===== config.mk =====
export PLATFORM = sky130hd
export DESIGN_NAME = htsd_apb
export DESIGN_NICKNAME = d
export VERILOG_FILES = /design/src/hw/rtl/htsd_pkg.sv /design/src/hw/rtl/htsd_apb.sv
export SDC_FILE = /design/constraint.sdc
export NUM_CORES = 1
export LEC_CHECK = 0
export CAP_MARGIN = 25
export CORE_AREA = 2 2 39 41
export CTS_BUF_LIST = sky130_fd_sc_hd__clkbuf_4 sky130_fd_sc_hd__clkbuf_8
export DETAILED_ROUTE_END_ITERATION = 12
export DIE_AREA = 0 0 41 43
export DONT_BUFFER_PORTS = 1
export GPL_TIMING_DRIVEN = 0
export PLACE_DENSITY = 0.51
export SLEW_MARGIN = 20
export SYNTH_ARGS = -nofsm -noshare
export SYNTH_HDL_FRONTEND = slang
export SYNTH_SLANG_ARGS = --single-unit

===== constraint.sdc =====
create_clock -name clk -period 1.66 [get_ports clk]
set_input_delay 0 -clock clk [delete_from_list [all_inputs] [get_ports clk]]
set_output_delay 0 -clock clk [all_outputs]
set_load 0.03 [all_outputs]

===== src/hw/rtl/htsd_pkg.sv =====
package htsd_pkg;

  // Field widths of the stream and of the node table.
  localparam int SYM_W       = 8;
  localparam int IDX_W       = 9;
  localparam int ENTRY_W     = 2 * IDX_W + 1;
  localparam int LEAF_BIT    = ENTRY_W - 1;
  localparam int KIND_W      = 2;
  localparam int BIT_IDX_W   = 3;
  localparam int LEAF_CNT_W  = 4;
  localparam int STACK_DEPTH = 256;
  localparam int STK_AW      = 8;

  // Default number of node table slots.
  localparam int NODE_SLOTS_DEF = 511;

  // Configuration port.
  localparam int CFG_DW = 32;
  localparam int CFG_AW = 3;
  localparam int PAD_W  = 3;
  localparam logic REG_PADDING = 1'b0;

  // Result kinds.
  localparam logic [KIND_W-1:0] KIND_SYMBOL = 2'd0;
  localparam logic [KIND_W-1:0] KIND_END    = 2'd1;
  localparam logic [KIND_W-1:0] KIND_ERROR  = 2'd2;

  // One result handed from the core to the output stage.
  typedef struct packed {
    logic [SYM_W-1:0]  sym;
    logic [KIND_W-1:0] kind;
    logic              run_end;
  } res_t;

endpackage


===== src/hw/rtl/htsd_apb.sv =====
module htsd_apb (
  input  logic                          clk,
  input  logic                          rst_n,
  input  logic                          psel,
  input  logic                          penable,
  input  logic                          pwrite,
  input  logic [htsd_pkg::CFG_AW-1:0]   paddr,
  input  logic [htsd_pkg::CFG_DW-1:0]   pwdata,
  output logic [htsd_pkg::CFG_DW-1:0]   prdata,
  output logic                          pready,
  output logic [htsd_pkg::PAD_W-1:0]    padding
);

  logic [htsd_pkg::PAD_W-1:0] pad_r;
  logic                       reg_idx;
  logic                       wr_en;

  // Registers sit on 4-byte steps; bit 2 picks the register.
  assign reg_idx = paddr[htsd_pkg::CFG_AW-1];
  assign pready  = 1'b1;
  assign wr_en   = psel && penable && pwrite && (reg_idx == htsd_pkg::REG_PADDING);

  always_ff @(posedge clk) begin
    if (!rst_n) begin
      pad_r <= '0;
    end else if (wr_en) begin
      pad_r <= pwdata[htsd_pkg::PAD_W-1:0];
    end
  end

  // Read back the padding register; unused addresses read zero.
  always_comb begin
    prdata = '0;
    if (reg_idx == htsd_pkg::REG_PADDING) begin
      prdata = htsd_pkg::CFG_DW'(pad_r);
    end
  end

  assign padding = pad_r;

endmodule


==> out/metrics.cfg <==
[run_status]
status=complete, no violations

[critical_path]
crit_path_max_incr_delay_ns=0.56
worstSetupPathType=reg2reg
reg2reg_to=padding[2]
path_depth=3
arrival_ns=1.53
crit_required_ns=1.84
slowest_stage=dlygate4sd3_1
setup.worst_path.end=padding[2]
cp_top_family=buffers and inverters
rr_worst_depth=3
path_cells=nand2_1, mux2i_1, dlygate4sd3_1
start_kind=flop
crit_path_max_fanout=3
crit_path_start=padding[2]
reg2reg_setup_slack_ns=0.31
endpoint_kind=flop
critPathBufInv=1
worstReg2RegStart=padding[2]

[power]
peakVddDrop_v=0.000338
leakagePower_nw=0.367
power_density_nw_per_um2=665

[logic_synthesis]
synth.yosys.warnings=0
syn_inst=49
synth_common_cells=30 x buf_4, 6 x nand2_1, 3 x and2b_2, 3 x dfxtp_1, 3 x mux2i_1
yosysSeqAreaShare_pct=15.5
synthFlopType=dfxtp_1
ys_types=8
synth_edf_count=0
synth_top_area_share_pct=58.3
synth_top_area_cell=buf_4
async_reset_ff_share_pct=0
synth.most_common_cell=buf_4
avgSynthCellArea_um2=7.89
ys_seq_elements=3
yosys-top-cells-area=buf_4 58%, dfxtp_1 16%, mux2i_1 7.8%
syn_area_um2=387

[sta]
period_share_pct=81.5
finClkSkew_ns=0
period_needed_ns=1.35
setup_violations=0
max_freq_ghz=0.739
whs_ns=0.188
slew_viol_final=0
tns_ns=0
hold_viol=0
rsz0062_at_grt=false

[floorplanning]
io_pins=76
row_count=14
die_y_um=43
die_area_um2=1760
core_area_um2=1380
die_x_um=41
initial_core_util_pct=27.9

[layout]
nNetsFinal=126
fin_area_um2=582
drive_above_1_share_pct=44.7
largest_reg_flops=3
antenna_cells=0
syn_to_final_growth_pct=50.5
n_fill_cell=145

[clock_tree]
h-tree-depth=1
clkLatencyLatePin_ns=0.23
clock_sinks=3
numCtsBuffers=3
clkTransAtPathRegs_ns=0.04
cts_resized=0
ctsHoldBuffers=4
clockBufferDepth=2
postCtsSetupRepairBufs=0
cts_tree=yes
cts_root_buf=clkbuf_4

[min_path]
hold_depth=3
hold_path.class=in2reg

[global_route]
grt_usage_pct=7.62
grt_pass1_wl_um=834
grt_overflow=0
grt_pass1_vias=204
antenna_found_initial=0
grt_max_degree=7

[placement]
io_buffers=0
place_congestion=0.539
place_area_um2=512

[drt]
vias=285
wl_per_cell_um=6.33
vias_per_cell=2.82
drt_iter0_drc=2
drc=0
dr.pass1.iters=2
drt_wl_total_um=639
antenna_left=0

[flow_run]
cap_violations=0

==> layout make-up <==
| cell class | count | area, um2 | area share [%] |
|---|---|---|---|
| Tap cell | 16 | 20.0 | 3.44 |
| Timing Repair Buffer | 4 | 40.0 | 6.88 |
| Sequential cell | 3 | 60.1 | 10.3 |
| Multi-Input combinational cell | 43 | 201 | 34.6 |
| Buffer | 31 | 230 | 39.6 |
| Clock buffer | 4 | 30.0 | 5.16 |
==> stage by stage <==
stage | util (%) | instances | worst slack, ns | power (mW)
after floorplan | - | 77 | 0.876 | 0.231
after detailed placement | 37.0 | 93 | 0.793 | 0.232
after global placement | 37.0 | 93 | 0.838 | 0.232
final | 42.0 | 101 | 0.307 | 0.387
after CTS | 42.0 | 101 | 0.310 | 0.394
after global routing | 42.0 | 101 | 0.257 | 0.417
==> where the power goes <==
part / total [mW] / internal, mW / switching (mW)
sequential: 0.0787 / 0.0741 / 0.00456
combinational: 0.163 / 0.0575 / 0.105
clock: 0.145 / 0.106 / 0.0391
==> per-layer routing <==
layer,wire [um],vias to the layer above,global-route usage (%)
li1,-,161,-
met1,189,101,6.71
met2,326,23,11.3
met3,124,0,6.81
met4,0,0,4.00
met5,0,-,0
==> worst min-delay path by stage <==
stage               from         end  slack, ns
6_report         penable  padding[1]       0.19
5_1_grt          penable  padding[1]       0.21
4_1_cts          penable  padding[1]       0.19
3_5_place_dp       rst_n  padding[2]       0.16
3_3_place_gp       rst_n  padding[2]       0.16
2_1_floorplan  pwdata[0]  padding[0]       0.14
==> cell usage in the layout, fill, tap and decap left out, drive strengths merged <==
cell and count:
dfxtp 3, nand2 6, conb 30, dlygate4sd3 4, and4b 1, clkbuf 4, buf 31, and2b 3
mux2i 3
==> worst min-delay path: stages <==
cell,delay [ns]
and4b_1,0.15
buf_2,0.14
mux2i_1,0.07
==> cell families after synthesis <==
group	after synthesis	share of synthesized area [%]
AND/OR/NAND/NOR	10	15.2
buffers and inverters	31	59.5
flip-flops	3	15.5
other	2	1.94
multiplexers	3	7.77
No activity file was read; power rests on OpenSTA's default activity.
